==> src/rtl/settings_command_parser_defines.svh <==
// Assertion helpers for the settings command parser.
// Each macro expects signals named clk and rst_n in the scope where it is used.
`ifndef SETTINGS_COMMAND_PARSER_DEFINES_SVH
`define SETTINGS_COMMAND_PARSER_DEFINES_SVH

// Same-cycle implication, checked outside reset.
`define SCP_ASSERT_IMP(lbl, ante, cons, msg) \
  lbl: assert property (@(posedge clk) disable iff (!rst_n) (ante) |-> (cons)) else $error(msg);

// Next-cycle implication, checked outside reset.
`define SCP_ASSERT_NXT(lbl, ante, cons, msg) \
  lbl: assert property (@(posedge clk) disable iff (!rst_n) (ante) |=> (cons)) else $error(msg);

`endif

==> src/rtl/scp_pkg.sv <==
`timescale 1ns / 1ps

package scp_pkg;

  localparam int FIELD_LIMIT_DEF = 63;

  // Parser phases.
  localparam logic [1:0] PH_BLANK = 2'd0;
  localparam logic [1:0] PH_NAME  = 2'd1;
  localparam logic [1:0] PH_VALUE = 2'd2;

  // Number reader phases.
  localparam logic [1:0] NP_START  = 2'd0;
  localparam logic [1:0] NP_SIGN   = 2'd1;
  localparam logic [1:0] NP_DIGITS = 2'd2;
  localparam logic [1:0] NP_DONE   = 2'd3;

  // Command codes.
  localparam logic [2:0] CMD_OTHER  = 3'd0;
  localparam logic [2:0] CMD_ICTRL  = 3'd1;
  localparam logic [2:0] CMD_RED    = 3'd2;
  localparam logic [2:0] CMD_GREEN  = 3'd3;
  localparam logic [2:0] CMD_BLUE   = 3'd4;
  localparam logic [2:0] CMD_FAN    = 3'd5;
  localparam logic [2:0] CMD_CHG_EN = 3'd6;
  localparam logic [2:0] CMD_SAVE   = 3'd7;

  localparam int         NAME_COUNT = 7;
  localparam logic [6:0] ALL_NAMES  = 7'h7F;

  localparam logic [7:0] CHAR_TAB   = 8'h09;
  localparam logic [7:0] CHAR_CR    = 8'h0D;
  localparam logic [7:0] CHAR_SPACE = 8'h20;
  localparam logic [7:0] CHAR_PLUS  = 8'h2B;
  localparam logic [7:0] CHAR_MINUS = 8'h2D;
  localparam logic [7:0] CHAR_ZERO  = 8'h30;
  localparam logic [7:0] CHAR_NINE  = 8'h39;
  localparam logic [7:0] CHAR_COLON = 8'h3A;
  localparam logic [7:0] CHAR_SEMI  = 8'h3B;

  localparam logic [9:0] MAG_MAX   = 10'd1023;
  localparam logic [6:0] PCT_MAX   = 7'd100;
  localparam logic [6:0] FAN_RESET = 7'd49;

  // Value reader state that travels between the parser and its helpers.
  typedef struct packed {
    logic [1:0] nphase;
    logic       neg;
    logic [9:0] mag;
  } num_t;

  // One result item.
  typedef struct packed {
    logic [2:0]         command;
    logic signed [10:0] parsed_value;
    logic               accepted;
    logic               save_request;
    logic [6:0]         current_level;
    logic [6:0]         red_level;
    logic [6:0]         green_level_out;
    logic [6:0]         blue_level_out;
    logic [6:0]         fan_percent;
    logic               charge_enable;
    logic [6:0]         fan_compare;
  } res_t;

  // Length of each known name, indexed like the candidate bits.
  function automatic logic [2:0] name_size(input logic [2:0] idx);
    logic [2:0] len;
    case (idx)
      3'd0:    len = 3'd5; // ICTRL
      3'd1:    len = 3'd1; // R
      3'd2:    len = 3'd1; // G
      3'd3:    len = 3'd1; // B
      3'd4:    len = 3'd3; // FAN
      3'd5:    len = 3'd6; // CHG_EN
      3'd6:    len = 3'd4; // SAVE
      default: len = 3'd0;
    endcase
    return len;
  endfunction

  // Character of a known name at a position; zero past its end.
  function automatic logic [7:0] name_char(input logic [2:0] idx, input logic [2:0] pos);
    logic [47:0] txt;
    logic [7:0]  ch;
    case (idx)
      3'd0:    txt = {8'h00, "LRTCI"};
      3'd1:    txt = {40'h0, "R"};
      3'd2:    txt = {40'h0, "G"};
      3'd3:    txt = {40'h0, "B"};
      3'd4:    txt = {24'h0, "NAF"};
      3'd5:    txt = "NE_GHC";
      3'd6:    txt = {16'h0, "EVAS"};
      default: txt = 48'h0;
    endcase
    case (pos)
      3'd0:    ch = txt[7:0];
      3'd1:    ch = txt[15:8];
      3'd2:    ch = txt[23:16];
      3'd3:    ch = txt[31:24];
      3'd4:    ch = txt[39:32];
      3'd5:    ch = txt[47:40];
      default: ch = 8'h00;
    endcase
    return ch;
  endfunction

endpackage

==> src/rtl/scp_name_match.sv <==
`timescale 1ns / 1ps

module scp_name_match #(
  parameter int FIELD_LIMIT = scp_pkg::FIELD_LIMIT_DEF,
  parameter int POS_W       = $clog2(FIELD_LIMIT + 1)
) (
  input  logic [7:0]       data_byte,
  input  logic [6:0]       cand_in,
  input  logic [POS_W-1:0] pos_in,
  output logic [6:0]       feed_cand,
  output logic [POS_W-1:0] feed_pos,
  output logic [6:0]       end_cand
);

  // Each candidate name survives only while every character so far matches.
  always_comb begin
    feed_cand = 7'd0;
    feed_pos  = pos_in;
    end_cand  = 7'd0;
    if (pos_in < POS_W'(FIELD_LIMIT)) begin
      feed_pos = pos_in + POS_W'(1);
      for (int i = 0; i < scp_pkg::NAME_COUNT; i++) begin
        feed_cand[i] = cand_in[i] &&
                       (pos_in < POS_W'(scp_pkg::name_size(3'(i)))) &&
                       (scp_pkg::name_char(3'(i), pos_in[2:0]) == data_byte);
      end
    end
    for (int i = 0; i < scp_pkg::NAME_COUNT; i++) begin
      end_cand[i] = cand_in[i] && (pos_in == POS_W'(scp_pkg::name_size(3'(i))));
    end
  end

endmodule

==> src/rtl/scp_value_reader.sv <==
`timescale 1ns / 1ps

module scp_value_reader #(
  parameter int FIELD_LIMIT = scp_pkg::FIELD_LIMIT_DEF,
  parameter int POS_W       = $clog2(FIELD_LIMIT + 1)
) (
  input  logic [7:0]       data_byte,
  input  scp_pkg::num_t    num_in,
  input  logic [POS_W-1:0] dpos_in,
  output scp_pkg::num_t    num_out,
  output logic [POS_W-1:0] dpos_out
);

  logic        is_digit;
  logic        is_space;
  logic [13:0] mag_wide;
  logic [9:0]  mag_sat;

  assign is_digit = (data_byte >= scp_pkg::CHAR_ZERO) && (data_byte <= scp_pkg::CHAR_NINE);
  assign is_space = (data_byte == scp_pkg::CHAR_SPACE) ||
                    ((data_byte >= scp_pkg::CHAR_TAB) && (data_byte <= scp_pkg::CHAR_CR));
  assign mag_wide = 14'(num_in.mag) * 14'd10 + 14'(data_byte[3:0]);
  assign mag_sat  = (mag_wide > 14'(scp_pkg::MAG_MAX)) ? scp_pkg::MAG_MAX : mag_wide[9:0];

  always_comb begin
    num_out  = num_in;
    dpos_out = dpos_in;
    if (dpos_in < POS_W'(FIELD_LIMIT)) begin
      dpos_out = dpos_in + POS_W'(1);
      case (num_in.nphase)
        scp_pkg::NP_START: begin
          if (is_space) begin
            num_out = num_in;
          end else if (data_byte == scp_pkg::CHAR_PLUS || data_byte == scp_pkg::CHAR_MINUS) begin
            num_out.neg    = (data_byte == scp_pkg::CHAR_MINUS);
            num_out.nphase = scp_pkg::NP_SIGN;
          end else if (is_digit) begin
            num_out.mag    = mag_sat;
            num_out.nphase = scp_pkg::NP_DIGITS;
          end else begin
            num_out.nphase = scp_pkg::NP_DONE;
          end
        end
        scp_pkg::NP_SIGN, scp_pkg::NP_DIGITS: begin
          if (is_digit) begin
            num_out.mag    = mag_sat;
            num_out.nphase = scp_pkg::NP_DIGITS;
          end else begin
            num_out.nphase = scp_pkg::NP_DONE;
          end
        end
        default: begin
          num_out = num_in;
        end
      endcase
    end
  end

endmodule

==> src/rtl/scp_store.sv <==
`timescale 1ns / 1ps

module scp_store (
  input  logic            clk,
  input  logic            rst_n,
  input  logic            fire,
  input  logic [6:0]      cand,
  input  scp_pkg::num_t   num,
  output scp_pkg::res_t   res
);

  logic [6:0] ictrl_r, ictrl_nxt;
  logic [6:0] red_r, red_nxt;
  logic [6:0] green_r, green_nxt;
  logic [6:0] blue_r, blue_nxt;
  logic [6:0] fan_r, fan_nxt;
  logic       chg_r, chg_nxt;
  logic [2:0] code;
  logic       pct;
  logic       is_zero;
  logic       is_one;

  // The first surviving candidate gives the command.
  always_comb begin
    code = scp_pkg::CMD_OTHER;
    for (int i = scp_pkg::NAME_COUNT - 1; i >= 0; i--) begin
      if (cand[i]) begin
        code = 3'(i + 1);
      end
    end
  end

  assign is_zero = (num.mag == 10'd0);
  assign is_one  = !num.neg && (num.mag == 10'd1);
  assign pct     = (num.mag <= 10'(scp_pkg::PCT_MAX)) && (!num.neg || is_zero);

  always_comb begin
    ictrl_nxt = ictrl_r;
    red_nxt   = red_r;
    green_nxt = green_r;
    blue_nxt  = blue_r;
    fan_nxt   = fan_r;
    chg_nxt   = chg_r;
    res.accepted     = 1'b0;
    res.save_request = 1'b0;
    case (code)
      scp_pkg::CMD_ICTRL: begin
        if (pct) ictrl_nxt = num.mag[6:0];
        res.accepted = 1'b1;
      end
      scp_pkg::CMD_RED: begin
        if (pct) red_nxt = num.mag[6:0];
        res.accepted = 1'b1;
      end
      scp_pkg::CMD_GREEN: begin
        if (pct) green_nxt = num.mag[6:0];
        res.accepted = 1'b1;
      end
      scp_pkg::CMD_BLUE: begin
        if (pct) blue_nxt = num.mag[6:0];
        res.accepted = 1'b1;
      end
      scp_pkg::CMD_FAN: begin
        if (pct) fan_nxt = num.mag[6:0];
        res.accepted = 1'b1;
      end
      scp_pkg::CMD_CHG_EN: begin
        if (is_zero || is_one) chg_nxt = is_one;
        res.accepted = 1'b1;
      end
      scp_pkg::CMD_SAVE: begin
        res.accepted     = is_one;
        res.save_request = is_one;
      end
      default: begin
        res.accepted = 1'b0;
      end
    endcase
    res.command         = code;
    res.parsed_value    = num.neg ? -$signed({1'b0, num.mag}) : $signed({1'b0, num.mag});
    res.current_level   = ictrl_nxt;
    res.red_level       = red_nxt;
    res.green_level_out = green_nxt;
    res.blue_level_out  = blue_nxt;
    res.fan_percent     = fan_nxt;
    res.charge_enable   = chg_nxt;
    // For a fan level of 0 to 100, level*99/100 is the level minus one, floored at zero.
    res.fan_compare     = (fan_nxt == 7'd0) ? 7'd0 : fan_nxt - 7'd1;
  end

  always_ff @(posedge clk) begin
    if (!rst_n) begin
      ictrl_r <= 7'd0;
      red_r   <= 7'd0;
      green_r <= 7'd0;
      blue_r  <= 7'd0;
      fan_r   <= scp_pkg::FAN_RESET;
      chg_r   <= 1'b0;
    end else if (fire) begin
      ictrl_r <= ictrl_nxt;
      red_r   <= red_nxt;
      green_r <= green_nxt;
      blue_r  <= blue_nxt;
      fan_r   <= fan_nxt;
      chg_r   <= chg_nxt;
    end
  end

endmodule

==> src/rtl/settings_command_parser.sv <==
// Settings command parser: reads a character stream of NAME:value; commands and
// keeps the charge current, light, fan and charge enable settings.
// Input channel (in_*): one character per request in in_tdata; in_tlast marks
// the last character of a received buffer.
// Result channel (out_*): one request per completed command; out_tuser holds
// the command code, out_tdata the value, status flags and all stored levels.
// A request that ends a command is processed from the input register, and its
// result is written to the result register and offered from there; a request
// that only advances the parser leaves nothing. Throughput is one character per
// cycle while no completing character waits on a held result: an input
// register holds the byte, single-pass logic updates the parser and settings,
// and a result register holds the outcome.
// When the receiver stalls with a result pending, characters that only advance
// the parser keep flowing; a character that would complete another command
// waits in the input register and in_tready drops until the result is taken.
// Reset (rst_n low at a clock edge) returns the parser to skipping blanks,
// clears both registers and sets all levels to zero, except the fan at 49.
`timescale 1ns / 1ps
`include "settings_command_parser_defines.svh"

module settings_command_parser #(
  parameter int FIELD_LIMIT = scp_pkg::FIELD_LIMIT_DEF
) (
  input  logic        clk,
  input  logic        rst_n,
  input  logic        in_tvalid,
  output logic        in_tready,
  input  logic [7:0]  in_tdata,   // [7:0] data_byte
  input  logic        in_tlast,   // last_byte
  output logic        out_tvalid,
  input  logic        out_tready,
  output logic [55:0] out_tdata,  // [10:0] parsed_value, [11] accepted, [12] save_request,
                                  // [19:13] current_level, [26:20] red_level,
                                  // [33:27] green_level_out, [40:34] blue_level_out,
                                  // [47:41] fan_percent, [48] charge_enable,
                                  // [55:49] fan_compare
  output logic [2:0]  out_tuser   // [2:0] command
);

  localparam int POS_W = $clog2(FIELD_LIMIT + 1);

  // Input register.
  logic       s1_valid_r;
  logic [7:0] s1_byte_r;
  logic       s1_last_r;

  // Parser state.
  logic [1:0]       phase_r, phase_nxt;
  logic [6:0]       cand_r, cand_nxt;
  logic [POS_W-1:0] npos_r, npos_nxt;
  logic [POS_W-1:0] dpos_r, dpos_nxt;
  scp_pkg::num_t    num_r, num_nxt;

  // Result register.
  logic          out_valid_r;
  scp_pkg::res_t out_item_r;

  // Parser update before the end-of-buffer restart.
  logic [1:0]       upd_phase;
  logic [6:0]       upd_cand;
  logic [POS_W-1:0] upd_npos;
  logic [POS_W-1:0] upd_dpos;
  scp_pkg::num_t    upd_num;

  logic             is_blank;
  logic             in_name;
  logic [6:0]       base_cand;
  logic [POS_W-1:0] base_pos;
  logic [6:0]       feed_cand;
  logic [POS_W-1:0] feed_pos;
  logic [6:0]       end_cand;
  scp_pkg::num_t    val_num;
  logic [POS_W-1:0] val_dpos;
  logic             done;
  logic             out_free;
  logic             s1_go;
  logic             fire;
  scp_pkg::res_t    res;

  // A name starts at the first byte that is neither space nor tab.
  assign is_blank  = (s1_byte_r == scp_pkg::CHAR_SPACE) || (s1_byte_r == scp_pkg::CHAR_TAB);
  assign in_name   = (phase_r == scp_pkg::PH_NAME) || (phase_r == scp_pkg::PH_BLANK && !is_blank);
  assign base_cand = (phase_r == scp_pkg::PH_NAME) ? cand_r : scp_pkg::ALL_NAMES;
  assign base_pos  = (phase_r == scp_pkg::PH_NAME) ? npos_r : '0;

  scp_name_match #(
    .FIELD_LIMIT (FIELD_LIMIT),
    .POS_W       (POS_W)
  ) u_name (
    .data_byte (s1_byte_r),
    .cand_in   (base_cand),
    .pos_in    (base_pos),
    .feed_cand (feed_cand),
    .feed_pos  (feed_pos),
    .end_cand  (end_cand)
  );

  scp_value_reader #(
    .FIELD_LIMIT (FIELD_LIMIT),
    .POS_W       (POS_W)
  ) u_value (
    .data_byte (s1_byte_r),
    .num_in    (num_r),
    .dpos_in   (dpos_r),
    .num_out   (val_num),
    .dpos_out  (val_dpos)
  );

  always_comb begin
    upd_phase = phase_r;
    upd_cand  = cand_r;
    upd_npos  = npos_r;
    upd_dpos  = dpos_r;
    upd_num   = num_r;
    done      = 1'b0;
    if (phase_r == scp_pkg::PH_VALUE) begin
      // The semicolon closes the value and is not read as part of it.
      if (s1_byte_r == scp_pkg::CHAR_SEMI) begin
        done = 1'b1;
      end else begin
        upd_num  = val_num;
        upd_dpos = val_dpos;
      end
      if (s1_last_r) done = 1'b1;
    end else if (in_name) begin
      if (s1_byte_r == scp_pkg::CHAR_COLON) begin
        upd_phase = scp_pkg::PH_VALUE;
        upd_cand  = end_cand;
        upd_npos  = base_pos;
        upd_dpos  = '0;
        upd_num   = '{nphase: scp_pkg::NP_START, neg: 1'b0, mag: 10'd0};
        done      = s1_last_r;
      end else begin
        upd_phase = scp_pkg::PH_NAME;
        upd_cand  = feed_cand;
        upd_npos  = feed_pos;
      end
    end
  end

  // A completed command or the end of the buffer starts the parser afresh.
  always_comb begin
    if (done || s1_last_r) begin
      phase_nxt = scp_pkg::PH_BLANK;
      cand_nxt  = scp_pkg::ALL_NAMES;
      npos_nxt  = '0;
      dpos_nxt  = '0;
      num_nxt   = '{nphase: scp_pkg::NP_START, neg: 1'b0, mag: 10'd0};
    end else begin
      phase_nxt = upd_phase;
      cand_nxt  = upd_cand;
      npos_nxt  = upd_npos;
      dpos_nxt  = upd_dpos;
      num_nxt   = upd_num;
    end
  end

  // Only a byte that produces a result has to wait for the result register.
  // Nothing is taken while reset is held.
  assign out_free  = !out_valid_r || out_tready;
  assign s1_go     = s1_valid_r && (!done || out_free);
  assign fire      = s1_go && done;
  assign in_tready = rst_n && (!s1_valid_r || s1_go);

  scp_store u_store (
    .clk   (clk),
    .rst_n (rst_n),
    .fire  (fire),
    .cand  (upd_cand),
    .num   (upd_num),
    .res   (res)
  );

  always_ff @(posedge clk) begin
    if (!rst_n) begin
      s1_valid_r <= 1'b0;
    end else if (in_tready) begin
      s1_valid_r <= in_tvalid;
    end
  end

  always_ff @(posedge clk) begin
    if (in_tready && in_tvalid) begin
      s1_byte_r <= in_tdata;
      s1_last_r <= in_tlast;
    end
  end

  always_ff @(posedge clk) begin
    if (!rst_n) begin
      phase_r <= scp_pkg::PH_BLANK;
      cand_r  <= scp_pkg::ALL_NAMES;
      npos_r  <= '0;
      dpos_r  <= '0;
      num_r   <= '{nphase: scp_pkg::NP_START, neg: 1'b0, mag: 10'd0};
    end else if (s1_go) begin
      phase_r <= phase_nxt;
      cand_r  <= cand_nxt;
      npos_r  <= npos_nxt;
      dpos_r  <= dpos_nxt;
      num_r   <= num_nxt;
    end
  end

  always_ff @(posedge clk) begin
    if (!rst_n) begin
      out_valid_r <= 1'b0;
    end else if (out_free) begin
      out_valid_r <= fire;
    end
  end

  always_ff @(posedge clk) begin
    if (fire) begin
      out_item_r <= res;
    end
  end

  assign out_tvalid = out_valid_r;
  assign out_tuser  = out_item_r.command;
  assign out_tdata  = {out_item_r.fan_compare,
                       out_item_r.charge_enable,
                       out_item_r.fan_percent,
                       out_item_r.blue_level_out,
                       out_item_r.green_level_out,
                       out_item_r.red_level,
                       out_item_r.current_level,
                       out_item_r.save_request,
                       out_item_r.accepted,
                       out_item_r.parsed_value};

  // A byte that completes a command cannot pass a result that is still held.
  `SCP_ASSERT_IMP(a_stall_on_full, s1_valid_r && done && out_valid_r && !out_tready, !in_tready, "completing byte passed a held result")

  // The end of a buffer always leaves the parser at the start of a new name.
  `SCP_ASSERT_NXT(a_restart_on_last, s1_go && s1_last_r, phase_r == scp_pkg::PH_BLANK && num_r.mag == 10'd0, "parser not restarted after buffer end")

  // A save request only comes from an accepted SAVE command.
  `SCP_ASSERT_IMP(a_save_is_save, out_valid_r && out_item_r.save_request, out_item_r.accepted && out_item_r.command == scp_pkg::CMD_SAVE, "save request without accepted SAVE")

  // Stored percentages never leave their range.
  `SCP_ASSERT_IMP(a_levels_in_range, out_valid_r, out_item_r.fan_percent <= scp_pkg::PCT_MAX && out_item_r.current_level <= scp_pkg::PCT_MAX, "stored level above 100")

endmodule
==> config.mk <==
export PLATFORM = sky130hd
export DESIGN_NAME = settings_command_parser
export DESIGN_NICKNAME = d
export VERILOG_FILES = /design/src/rtl/scp_pkg.sv /design/src/rtl/scp_name_match.sv /design/src/rtl/scp_value_reader.sv /design/src/rtl/scp_store.sv /design/src/rtl/settings_command_parser.sv
export VERILOG_INCLUDE_DIRS = /design/src /design/src/rtl
export SDC_FILE = /design/constraint.sdc
export NUM_CORES = 1
export LEC_CHECK = 0
export ABC_AREA = 1
export BUFFER_PORTS_ARGS = -buffer_cell sky130_fd_sc_hd__buf_2
export CORE_MARGIN = 1.5
export CORE_UTILIZATION = 65
export DETAILED_ROUTE_END_ITERATION = 16
export PLACE_DENSITY = 0.93
export SLEW_MARGIN = 20
export SYNTH_ARGS = -nofsm -noshare
export SYNTH_HDL_FRONTEND = slang
export SYNTH_HIERARCHICAL = 1
export SYNTH_SLANG_ARGS = --single-unit
==> constraint.sdc <==
create_clock -name clk -period 9.47 [get_ports clk]
set_input_delay 1.4205 -clock clk [delete_from_list [all_inputs] [get_ports clk]]
set_output_delay 1.4205 -clock clk [all_outputs]
set_load 0.01 [all_outputs]
==> summary.md <==
| Metric | Value |
|---|---|
| Status | complete, no violations |
| Pre-antenna DRT Iters | 9 |
| Worst vdd ir | 0.000119 V |
| Hold Buf Count CTS | 0 |
| Via density per instance | 6.07 |
| Crit Path Category | flop to flop |
| P per Cell Area | 143 mW/mm² |
| Post-Synthesis Cells | 1353 |
| Die height | between 100 and 150 µm |
| Row cnt | 44 |
| Post-Route WL | 26.2 mm |
| DRT iter0 DRCs | 1296 |
| H-tree depth | 4 |
| ANT cells | 0 |
| DIE AREA | 0.0155 mm² |
| Layout cells sized above 1 | about 17% |
| Final Hold Viols | 0 |
| CTS Sinks | between 100 and 150 |
| CTS root buf | clkbuf_16 |
| Fin crit period | ~5.5 ns |
| CTS resizes | 0 |
| Max Buffers Root-to-Sink | 2 |
| Setup bufs post-CTS | 0 |
| Slew Limit Fails | 0 |
| Detail Route Antenna Nets | 0 |
| Final-report setup violation count | 0 |
| Area grow syn2layout | 10.3% |
| DP HPWL | between 15 and 20 mm |
| Tcrit/Tclk final | between 50% and 60% |
| GRT overflow | 0 |
| Yosys reg bits | 140 |
| Worst Path Required | 9.66 ns |
| Routed WL per cell | 16.3 µm |
| Placer Congestion | 0.949 |
| P_leak | slightly below 5 nW |
| Post-Syn Area | 0.00957 mm² |
| Top_reg_cell synth | dfxtp_1 |
| Setup Skew | 0.0136 ns |
| Crit path max-delay cell type | o21ai_1 |
| Layout filler cell count | roughly 1.1k |
| Vias in the first global route | a little under 9k |
| Via count | 9750 |
| Avg Inst Size Synth | 7.08 µm² |
| Worst setup SP type | flop |
| Max_cap viols | 0 |
| First-pass GRT wire length | about 43 mm |
| Total CTS buffers | 17 |
| Clock Pin Slew Worst Setup and Hold Paths | 0.07 ns |
| Core area | 0.0145 mm² |
| Ys async rst share | 0% |
| Syn nets | about 1.4k |
| Largest net degree at the start of global routing | 71 |
| CP max stage delay | 0.53 ns |
| DR DRC count | 0 |
| RSZ-0062 raised after global routing | no |
| CTS tree | yes |
| Most frequent CP cell | nand2_1 |
| Setup_tns | 0 ns |
| Synth cell types | 47 |
| Nets | between 1k and 1.5k |
| Slew HR | 21.8% |
| Synth warnings | 6 |
| Crit path max fanout | 10 |
| Sequential fraction of the synthesis area | 36.4% |
| Initial antenna violation count | 0 |
| GRT Total Usage | between 30% and 40% |
| Worst-Skew Late Latency | between 0.4 and 0.5 ns |
| PortBufs | 73 |
| Worst setup EP type | flop |
| Hold WC Path Type | flop to flop |
| Max Freq | 181 MHz |
| Least-Margin Pin Slew | 1.17 ns |
| Die width | approximately 120 µm |
| Number of synthesized flops with an enable pin | 68 |
| Initial cell density of the core | around two thirds |
| Hold_ws | 0.463 ns |
| Arrival @ worst endpoint | 5.72 ns |
| # IOs | 74 |
## sequential cells by signal (all words and copies together) (netlist names), 7 cells and up
| name | cells |
|---|---|
| out_tdata | 56 |
| u_store/fan_r | 7 |
| u_store/blue_r | 7 |
| u_store/ictrl_r | 7 |
| s1_byte_r | 8 |
| u_store/green_r | 7 |
| cand_r | 7 |
| num_r | 13 |
| u_store/red_r | 7 |
## cells by family after synthesis
group / share of synthesized area [%]
DFF: 36.4
AOI/OAI and AO/OA: 16.0
buffers and inverters: 10.9
adders and majority gates: 4.73
and+or+nand+nor: 31.1
xor gates and xnor gates: 0.915
## layer usage
layer / track usage [%] / routed length (µm)
met5: 0 / 0
met1: 42.9 / 10100
met4: 17.2 / 1240
met3: 5.76 / 2440
met2: 55.9 / 12400
## cells in the mapped netlist (4+ instances only)
master	n	area share, %
a21oi_1	109	5.7
a21oi_2	11	1.0
a31oi_1	8	0.52
buf_2	5	0.26
buf_4	9	0.71
buf_6	4	0.47
clkbuf_1	20	0.78
clkinv_1	5	0.20
dfxtp_1	72	15
edfxtp_1	68	21
ha_1	33	4.3
inv_1	187	7.3
inv_2	20	0.78
nand2_1	269	11
nand2_2	29	1.9
nand2_4	8	0.94
nand3_1	86	4.5
nand3_2	13	1.4
nand4_1	21	1.4
nor2_1	146	5.7
nor2_2	20	1.3
nor2_4	12	1.4
nor3_1	11	0.57
o211ai_1	5	0.39
o21ai_0	93	4.9
o21ai_1	27	1.4
o22ai_1	17	1.1
or2_2	9	0.59
xor2_1	9	0.82
## placed cells by master (no fill, tap or decap), drive strengths merged
| master | n |
|---|---|
| nand2 | 306 |
| inv | 220 |
| nor2 | 179 |
| o21ai | 124 |
| a21oi | 121 |
| nand3 | 99 |
| buf | 79 |
| dfxtp | 72 |
| edfxtp | 68 |
| ha | 33 |
| nand4 | 21 |
| clkbuf | 18 |
| o22ai | 17 |
| nor3 | 12 |
| or2 | 10 |
| xor2 | 9 |
| a31oi | 8 |
| o211ai | 5 |
| clkinv | 5 |
| o31ai | 4 |
| nand3b | 3 |
| clkinvlp | 3 |
| and3 | 2 |
| fa | 2 |
| nor4 | 1 |
| xnor2 | 1 |
## layout make-up
type / instances / area, µm² / share of cell area (%)
Sequential cell: 140 / 3480 / 33.0
Clock inverter: 14 / 134 / 1.27
Clock buffer: 18 / 450 / 4.26
Inverter: 214 / 813 / 7.70
Tap cell: 184 / 230 / 2.18
Multi-Input combinational cell: 957 / 5040 / 47.7
Timing Repair Buffer: 79 / 410 / 3.88
## stage by stage
step / power [W] / setup slack [ns] / area, µm² / util [%] / cells
3_5_place_dp: 0.000849 / 4.06 / 9980 / 68.9 / 1574
4_1_cts: 0.00150 / 4.05 / 10600 / 73.0 / 1606
5_1_grt: 0.00155 / 3.51 / 10600 / 73.0 / 1606
2_1_floorplan: 0.000809 / 4.51 / 9570 / - / 1353
3_3_place_gp: 0.000842 / 4.36 / 9980 / 68.9 / 1574
6_report: 0.00151 / 3.94 / 10600 / 73.0 / 1606
## worst max-delay path, delay by kind of cell (launching register included)
| kind | cells | cell delay, ns |
|---|---|---|
| AO/OA/AOI/OAI | 3 | 0.71 |
| adder cells (fa/ha/maj) | 5 | 1.40 |
| buffers and inverters | 6 | 0.51 |
| flip-flops | 1 | 0.49 |
| AND/OR/NAND/NOR | 22 | 2.18 |
## path summary, 6_finish.rpt
check | from | to | slack, ns | cells past startpoint
setup / recovery | num_r[3] | out_tdata[50] | 3.94 | 36
hold / removal | npos_r[1] | npos_r[1] | 0.46 | 2
setup reg to reg | num_r[3] | out_tdata[50] | 3.94 | 36
hold reg to reg | npos_r[1] | npos_r[1] | 0.46 | 2
## where the power goes
group	internal [W]	leakage, nW	switching (W)
combinational	0.0000574	3.33	0.000129
sequential	0.000641	1.20	0.0000169
clock	0.000365	0.281	0.000296
No activity file was read; power rests on OpenSTA's default activity.
